File: config.mk
export PLATFORM = sky130hd
export DESIGN_NAME = sorted_task_priority_queue_top
export DESIGN_NICKNAME = d
export VERILOG_FILES = /design/src/rtl/core/stpq_pkg.sv /design/src/rtl/core/stpq_cell.sv /design/src/rtl/core/sorted_task_priority_queue_top.sv
export SDC_FILE = /design/constraint.sdc
export NUM_CORES = 2
export LEC_CHECK = 0
export BUFFER_PORTS_ARGS = -buffer_cell sky130_fd_sc_hd__buf_2
export CAP_MARGIN = 30
export CORE_MARGIN = 2
export CORE_UTILIZATION = 60
export CTS_CLUSTER_SIZE = 28
export DETAILED_ROUTE_END_ITERATION = 7
export PLACE_DENSITY = 0.76
export RECOVER_POWER = 100
export SLEW_MARGIN = 40
export SYNTH_ARGS = -nofsm -noshare
export SYNTH_HDL_FRONTEND = slang
export SYNTH_SLANG_ARGS = --single-unit
File: constraint.sdc
create_clock -name clock -period 32.5 [get_ports clock]
set_input_delay 6.5 -clock clock [delete_from_list [all_inputs] [get_ports clock]]
set_output_delay 6.5 -clock clock [all_outputs]
set_load 0.005 [all_outputs]
File: src/rtl/core/stpq_pkg.sv
`default_nettype none

package stpq_pkg;

   // Command codes carried in the cmd field.
   localparam logic [1:0] CMD_CREATE = 2'd0;
   localparam logic [1:0] CMD_DELETE = 2'd1;
   localparam logic [1:0] CMD_POP    = 2'd2;

   // Status codes returned with every result.
   localparam logic [1:0] STATUS_OK        = 2'd0;
   localparam logic [1:0] STATUS_FULL      = 2'd1;
   localparam logic [1:0] STATUS_DEL_MISS  = 2'd2;
   localparam logic [1:0] STATUS_POP_EMPTY = 2'd3;

   // One input beat.
   typedef struct packed {
      logic [1:0]  cmd;
      logic [7:0]  priority_req;
      logic [15:0] submit_time;
      logic [7:0]  department;
      logic [15:0] target_time;
   } req_type;

   // One result beat.
   typedef struct packed {
      logic        emitted;
      logic [15:0] task_id;
      logic [1:0]  status;
   } rsp_type;

   // One queue entry, sorted by (prio, stime, dept).
   typedef struct packed {
      logic [7:0]  prio;
      logic [15:0] stime;
      logic [7:0]  dept;
      logic [15:0] id;
   } entry_type;

   // Operation broadcast to every cell of the chain.
   typedef enum logic [1:0] {
      OP_NONE,
      OP_INSERT,
      OP_DELETE,
      OP_POP
   } op_type;

   // Control bundle shared by all cells.
   typedef struct packed {
      op_type      op;
      logic        disp;
      entry_type   new_entry;
      logic [7:0]  del_dept;
      logic [15:0] del_time;
   } ctl_type;

endpackage

`default_nettype wire

File: src/rtl/core/stpq_cell.sv
`default_nettype none

module stpq_cell #(
   parameter int IDX   = 0,
   parameter int CNT_W = 5
) (
   input  wire                 clock,
   input  wire                 load,
   input  stpq_pkg::ctl_type   ctl,
   input  wire [CNT_W-1:0]     count,
   input  stpq_pkg::entry_type left_entry,
   input  wire                 left_ge,
   input  wire                 left_seen,
   input  stpq_pkg::entry_type right_entry,
   input  wire                 right_ge,
   output stpq_pkg::entry_type entry,
   output logic                ge,
   output logic                seen
);

   stpq_pkg::entry_type entry_ff;
   stpq_pkg::entry_type entry_in;
   logic                occupied;
   logic                new_first;
   logic                match;

   assign entry = entry_ff;

   // This cell holds a live entry when its position is below the fill count.
   assign occupied = CNT_W'(IDX) < count;

   // The new task sorts strictly ahead of the entry held here.
   always_comb begin
      if (ctl.new_entry.prio != entry_ff.prio) begin
         new_first = ctl.new_entry.prio < entry_ff.prio;
      end else if (ctl.new_entry.stime != entry_ff.stime) begin
         new_first = ctl.new_entry.stime < entry_ff.stime;
      end else begin
         new_first = ctl.new_entry.dept < entry_ff.dept;
      end
   end

   // Insert position is at or before this cell; the sorted order makes this monotonic.
   assign ge = !occupied || new_first;

   // Delete match, and the running flag of a match at or before this cell.
   assign match = occupied && (entry_ff.dept == ctl.del_dept) &&
                  (entry_ff.stime == ctl.del_time);
   assign seen  = left_seen || match;

   // Next entry: keep, shift from a neighbor, or take the new task.
   always_comb begin
      entry_in = entry_ff;
      case (ctl.op)
         stpq_pkg::OP_INSERT: begin
            if (ctl.disp) begin
               // Insert and drop the head in one step: the chain moves toward the head.
               if (!right_ge) begin
                  entry_in = right_entry;
               end else if (!ge) begin
                  entry_in = ctl.new_entry;
               end
            end else begin
               if (left_ge) begin
                  entry_in = left_entry;
               end else if (ge) begin
                  entry_in = ctl.new_entry;
               end
            end
         end
         stpq_pkg::OP_DELETE: begin
            if (seen) begin
               entry_in = right_entry;
            end
         end
         stpq_pkg::OP_POP: begin
            entry_in = right_entry;
         end
         default: begin
            entry_in = entry_ff;
         end
      endcase
   end

   always_ff @(posedge clock) begin
      if (load) begin
         entry_ff <= entry_in;
      end
   end

endmodule

`default_nettype wire

File: src/rtl/core/sorted_task_priority_queue_top.sv
// A result is registered and appears in the cycle after its input beat is accepted.
// Throughput: one item per cycle unless the consumer stalls; every command resolves
// in a single pass through the chain of compare-and-shift cells, one cell per queue slot.
// Input is held off only while a result waits for the consumer.
// Reset empties the queue, sets the task number to one and clears the
// result valid flag; entry contents and the result payload are not cleared.
`default_nettype none

module sorted_task_priority_queue_top #(
   parameter int QUEUE_DEPTH = 16
) (
   input  wire               clock,
   input  wire               reset,
   input  wire               req_valid,
   output logic              req_ready,
   input  stpq_pkg::req_type req_payload,
   output logic              rsp_valid,
   input  wire               rsp_ready,
   output stpq_pkg::rsp_type rsp_payload
);

   localparam int CNT_W = $clog2(QUEUE_DEPTH + 1);

   logic [CNT_W-1:0]    count_ff;
   logic [CNT_W-1:0]    count_in;
   logic [15:0]         task_num_ff;
   logic                rsp_valid_ff;
   stpq_pkg::rsp_type   rsp_ff;
   stpq_pkg::rsp_type   rsp_in;
   stpq_pkg::ctl_type   ctl;
   logic                load;
   logic                full;
   logic                empty;

   stpq_pkg::entry_type cell_entry [QUEUE_DEPTH];
   logic                cell_ge    [QUEUE_DEPTH];
   logic                cell_seen  [QUEUE_DEPTH];

   // The result register parts the two sides; a new beat enters when it drains.
   assign req_ready   = !rsp_valid_ff || rsp_ready;
   assign load        = req_valid && req_ready;
   assign rsp_valid   = rsp_valid_ff;
   assign rsp_payload = rsp_ff;

   assign full  = count_ff == CNT_W'(QUEUE_DEPTH);
   assign empty = count_ff == '0;

   // Decode the command into the broadcast control for the cells.
   always_comb begin
      ctl.new_entry.prio  = req_payload.priority_req;
      ctl.new_entry.stime = req_payload.submit_time;
      ctl.new_entry.dept  = req_payload.department;
      ctl.new_entry.id    = task_num_ff;
      ctl.del_dept        = req_payload.department;
      ctl.del_time        = req_payload.target_time;
      ctl.op              = stpq_pkg::OP_NONE;
      case (req_payload.cmd)
         stpq_pkg::CMD_CREATE: begin
            if (!full) begin
               ctl.op = stpq_pkg::OP_INSERT;
            end
         end
         stpq_pkg::CMD_DELETE: begin
            ctl.op = stpq_pkg::OP_DELETE;
         end
         stpq_pkg::CMD_POP: begin
            if (!empty) begin
               ctl.op = stpq_pkg::OP_POP;
            end
         end
         default: begin
            ctl.op = stpq_pkg::OP_NONE;
         end
      endcase
      // Head goes out when the new task lands behind it and was submitted later.
      ctl.disp = (ctl.op == stpq_pkg::OP_INSERT) && !cell_ge[0] &&
                 (req_payload.submit_time > cell_entry[0].stime);
   end

   // The chain of cells, one per queue slot.
   for (genvar k = 0; k < QUEUE_DEPTH; k++) begin : g_cell
      stpq_pkg::entry_type left_entry;
      stpq_pkg::entry_type right_entry;
      logic                left_ge;
      logic                left_seen;
      logic                right_ge;

      if (k == 0) begin : g_head
         assign left_entry = ctl.new_entry;
         assign left_ge    = 1'b0;
         assign left_seen  = 1'b0;
      end else begin : g_mid_left
         assign left_entry = cell_entry[k-1];
         assign left_ge    = cell_ge[k-1];
         assign left_seen  = cell_seen[k-1];
      end

      if (k == QUEUE_DEPTH - 1) begin : g_tail
         assign right_entry = ctl.new_entry;
         assign right_ge    = 1'b1;
      end else begin : g_mid_right
         assign right_entry = cell_entry[k+1];
         assign right_ge    = cell_ge[k+1];
      end

      stpq_cell #(
         .IDX   (k),
         .CNT_W (CNT_W)
      ) u_cell (
         .clock       (clock),
         .load        (load),
         .ctl         (ctl),
         .count       (count_ff),
         .left_entry  (left_entry),
         .left_ge     (left_ge),
         .left_seen   (left_seen),
         .right_entry (right_entry),
         .right_ge    (right_ge),
         .entry       (cell_entry[k]),
         .ge          (cell_ge[k]),
         .seen        (cell_seen[k])
      );
   end

   // Result and fill count for the current command.
   always_comb begin
      rsp_in.emitted = 1'b0;
      rsp_in.task_id = '0;
      rsp_in.status  = stpq_pkg::STATUS_OK;
      count_in       = count_ff;
      case (req_payload.cmd)
         stpq_pkg::CMD_CREATE: begin
            if (full) begin
               rsp_in.status = stpq_pkg::STATUS_FULL;
            end else if (ctl.disp) begin
               rsp_in.emitted = 1'b1;
               rsp_in.task_id = cell_entry[0].id;
            end else begin
               count_in = count_ff + CNT_W'(1);
            end
         end
         stpq_pkg::CMD_DELETE: begin
            if (cell_seen[QUEUE_DEPTH-1]) begin
               count_in = count_ff - CNT_W'(1);
            end else begin
               rsp_in.status = stpq_pkg::STATUS_DEL_MISS;
            end
         end
         stpq_pkg::CMD_POP: begin
            if (empty) begin
               rsp_in.status = stpq_pkg::STATUS_POP_EMPTY;
            end else begin
               rsp_in.emitted = 1'b1;
               rsp_in.task_id = cell_entry[0].id;
               count_in       = count_ff - CNT_W'(1);
            end
         end
         default: begin
            rsp_in.status = stpq_pkg::STATUS_OK;
         end
      endcase
   end

   // Control registers.
   always_ff @(posedge clock) begin
      if (reset) begin
         count_ff     <= '0;
         task_num_ff  <= 16'd1;
         rsp_valid_ff <= 1'b0;
      end else begin
         if (load) begin
            count_ff     <= count_in;
            task_num_ff  <= task_num_ff + 16'd1;
            rsp_valid_ff <= 1'b1;
         end else if (rsp_ready) begin
            rsp_valid_ff <= 1'b0;
         end
      end
   end

   // Result payload.
   always_ff @(posedge clock) begin
      if (load) begin
         rsp_ff <= rsp_in;
      end
   end

   // The fill count never passes the queue depth.
   a_count_bound: assert property (@(posedge clock) disable iff (reset)
      count_ff <= CNT_W'(QUEUE_DEPTH))
      else $error("queue fill count exceeds depth");

   // A result without a dispatched task carries task number zero.
   a_idle_task: assert property (@(posedge clock) disable iff (reset)
      rsp_valid_ff && !rsp_ff.emitted |-> rsp_ff.task_id == '0)
      else $error("task number set without dispatch");

   // A dropped create leaves the fill count unchanged.
   a_full_hold: assert property (@(posedge clock) disable iff (reset)
      load && full && (req_payload.cmd == stpq_pkg::CMD_CREATE) |=>
      (count_ff == $past(count_ff)) && (rsp_ff.status == stpq_pkg::STATUS_FULL))
      else $error("full queue changed on create");

   // A pop on an empty queue reports it and dispatches nothing.
   a_pop_empty: assert property (@(posedge clock) disable iff (reset)
      load && empty && (req_payload.cmd == stpq_pkg::CMD_POP) |=>
      !rsp_ff.emitted && (rsp_ff.status == stpq_pkg::STATUS_POP_EMPTY))
      else $error("pop on empty queue misreported");

endmodule

`default_nettype wire

==> results.txt <==
----------------------------------------------------
[Floorplanning]
  Die area ... a little over 90000 um^2
  Core Region ... approximately 90000 um^2
  Overall die height ... slightly above 300 um
  Die W ... between 300 and 400 um
  Std-Cell Rows ... 110
  Initial cell density of the core ... 0.6060
  I/O pin total ... 75

[Setup path]
  Required time at the endpoint of the critical path ... 32730 ps
  Worst setup path class ... input pin to register
  Worst path arrival time ... roughly 17000 ps
  Launching element type of the critical path ... input pin
  Worst reg-to-reg setup slack ... ~23000 ps
  Biggest fanout along the worst timing path ... 71
  Element type at the critical path end ... register

[Pwr]
  Combinational fraction of design power ... 0.235
  Relative contribution of the clock network to total power ... 0.339
  Part of the total power dissipated in sequential elements ... 0.426
  Final Power ... approximately 3.1 mW
  Total net switching power ... about 1.0 mW
  Switching fraction of total power ... 0.3263
  Leakage power total ... roughly 23 nW
  Worst vdd ir ... 0.00004078 V
  Int Pwr ... 2.101 mW
  Power density of the placed cells ... around 53 nW/um^2

[Synth]
  Share of the yosys chip area belonging to registers ... 0.4413
  Most numerous cell in the Yosys netlist ... edfxtp_1
  Cell type with the highest aggregate area in the netlist ... edfxtp_1
  Number of synthesized register bits ... 809
  Area share of the largest cell type after synthesis ... 0.4332
  Summed instance area of the synthesized netlist ... between 50000 and 60000 um^2
  Syn Area/Cell ... approximately 10 um^2
  Most frequently used flop master after synthesis ... edfxtp_1
  Synth unique cells ... just under 90
  Most instantiated cells after synthesis ... edfxtp_1, a21oi_1, inv_1
  Syn Inst Count ... roughly 5500
  Synth top area cells ... edfxtp_1, ha_1, a21oi_1, o22ai_1, inv_1
  Count of flip-flops with a built-in enable after synthesis ... a little under 800
  Net count after synthesis ... ~6000
  Fraction of registers with async set or reset after synthesis ... 0
  Synth Warn # ... 0

[Global routing]
  Antenna violations before repair ... 16
  Global-route usage over all layers ... 0.4412
  Total congestion overflow after global routing ... 0
  Largest net degree at the start of global routing ... 78
  Vias in the first global route ... 48250
  Global-route wire length before repair ... approximately 310000 um

[Job]
  MaxCap Viol Count ... 49

[Min path]
  Kind of path behind the tightest hold check ... register to register

[STA]
  Final Skew ... around 35 ps
  Setup repair after global routing missed its margin ... no
  Final period demand of the worst path ... around 16000 ps
  Count of final setup violators ... 0
  Tightest Pin Transition ... ~4700 ps
  Achievable Freq ... 61.30 MHz
  Fin Setup TNS ... 0 ps
  Total count of max-transition violations in the final report ... approximately 1800
  Final period utilization ... 0.5019
  Final hold viol count ... 0
  Worst setup slack after layout ... between 15000 and 20000 ps
  Tightest slew margin relative to the limit ... -2.102

[CTS]
  Maximum buffer depth of the clock tree ... 3
  CTS root buffer ... clkbuf_16
  Source-to-sink clock delay at the later pin of the worst-skew pair ... roughly 700 ps
  CTS tree ... built
  Number of buffers inserted to repair setup after CTS ... 0
  Clock H-tree levels ... 3
  Clock-pin slew on the worst setup and hold paths ... around 60 ps
  Count of clock tree sinks ... about 810
  CTS resizes ... 0
  Clock buffer count from CTS ... between 90 and 100
  Hold buffer count at CTS ... 0

[Detailed routing]
  Final routed wirelength across all metal layers ... between 200000 and 250000 um
  Count of antenna-violating nets left after detailed routing ... 0
  Initial DRC count ... slightly below 9000
  Number of remaining DRC errors ... 16
  Pre-Repair DR Iteration Count ... 8
  Per-cell via count in the routed design ... approximately 7.5
  Post-detailed-route wirelength per cell ... between 30 and 40 um
  Overall via count from detail_route ... roughly 49000

[Final layout]
  FF+latch area ... between 20000 and 25000 um^2
  Final layout net count ... ~5900
  Final core occ ... 0.6526
  Layout overhead on the synthesized area ... 7.681%
  Area of the multi-input gates ... 26950 um^2
  Fraction of final layout cells with drive strength greater than 1 ... 0.07617
  Total of fill cells in the finished design ... roughly 7200
  Final standard cell area without fillers ... between 50000 and 60000 um^2

[Placement]
  IO Port Bufs ... between 70 and 80
  Post-placement cell area ... 56170 um^2
  Detailed Place HPWL ... between 100000 and 150000 um
  Worst slack, placed ... around 19000 ps
  Last weighted congestion value of the routability-driven placer ... between 1 and 1.5

[Outcome]
  Failing checks ... design-rule violations, max-capacitance violations, max-slew violations
  Outcome ... complete, but fails checks

----------------------------------------------------
sequential cells by signal, indices dropped and copies added, names as in the netlist:
register             cells
g_cell.u_cell.entry    768
rsp_payload             19
task_num_ff             16
count_ff                 5
rsp_valid                1
metrics by stage:
step	instances	hold WS [ps]
detailed placement	6426	526.8
CTS	6596	537.3
floorplan	5461	528.6
global placement	6421	494.1
global route	6598	556.3
finish	6603	556.0
power groups by stage:
stage                     logic [mW]  registers (mW)  clock network, mW
after floorplan                0.454            1.32                  0
after global placement         0.664            1.34                  0
after detailed placement       0.694            1.34                  0
after CTS                      0.697            1.32               1.05
after global routing           0.769            1.33               1.09
final                          0.733            1.33               1.06
area by class of cell:
| type | instances | share of cell area |
|---|---|---|
| clock buffers | 115 | 0.04188 |
| repair buffers | 182 | 0.01695 |
| clock inverters | 55 | 0.008818 |
| diodes | 5 | 0.0002130 |
| flip-flops and latches | 809 | 0.4098 |
| multi-input cells | 3660 | 0.4589 |
| inverters | 601 | 0.03840 |
| well taps | 1176 | 0.02505 |
placed cells by master, fill, tap and decap left out, types with 125 or more instances in the layout:
cell      count
nor2_1      245
nand2_1     192
xor2_1      125
a21oi_1     660
o22ai_1     384
a21o_1      125
edfxtp_1    787
nand4_1     132
xnor2_1     145
inv_1       587
a222oi_1    132
o21ai_0     225
ha_1        521
metal layers:
metal,global-route usage,wire length (um),vias up
li1,-,-,20520
met1,0.5358,70620,23400
met2,0.6503,89350,4417
met3,0.1518,32100,1119
met4,0.3265,18490,15
met5,0.007235,162,-
path summary, 6_finish.rpt:
kind	from	cells past startpoint	end
setup reg to reg	g_cell[0].u_cell.entry[29]	11	g_cell[7].u_cell.entry[8]
hold reg to reg	rsp_valid	2	rsp_valid
hold / removal	rsp_valid	2	rsp_valid
setup / recovery	req_payload[40]	13	g_cell[7].u_cell.entry[8]
worst max-delay path, cell delays in order:
cell and delay (ps):
clkbuf_1 260, clkinv_1 150, clkbuf_1 970, ha_1 420, nand2b_1 150, a21o_1 170, a211oi_1 280, o21a_1 390
nor3_1 190, a31oi_4 230, clkbuf_1 3070, clkbuf_1 3160, a222oi_1 500
kinds of logic after synthesis:
group           after synthesis  share of synthesized area
compound gates             1876                     0.2217
flops                       809                     0.4413
simple gates                890                    0.08239
mux                         102                    0.01970
xor+xnor                    271                    0.04351
buf+inv                     992                    0.07190
fa+ha+maj                   521                     0.1195
Note: power is estimated with default switching activity, not from simulation.
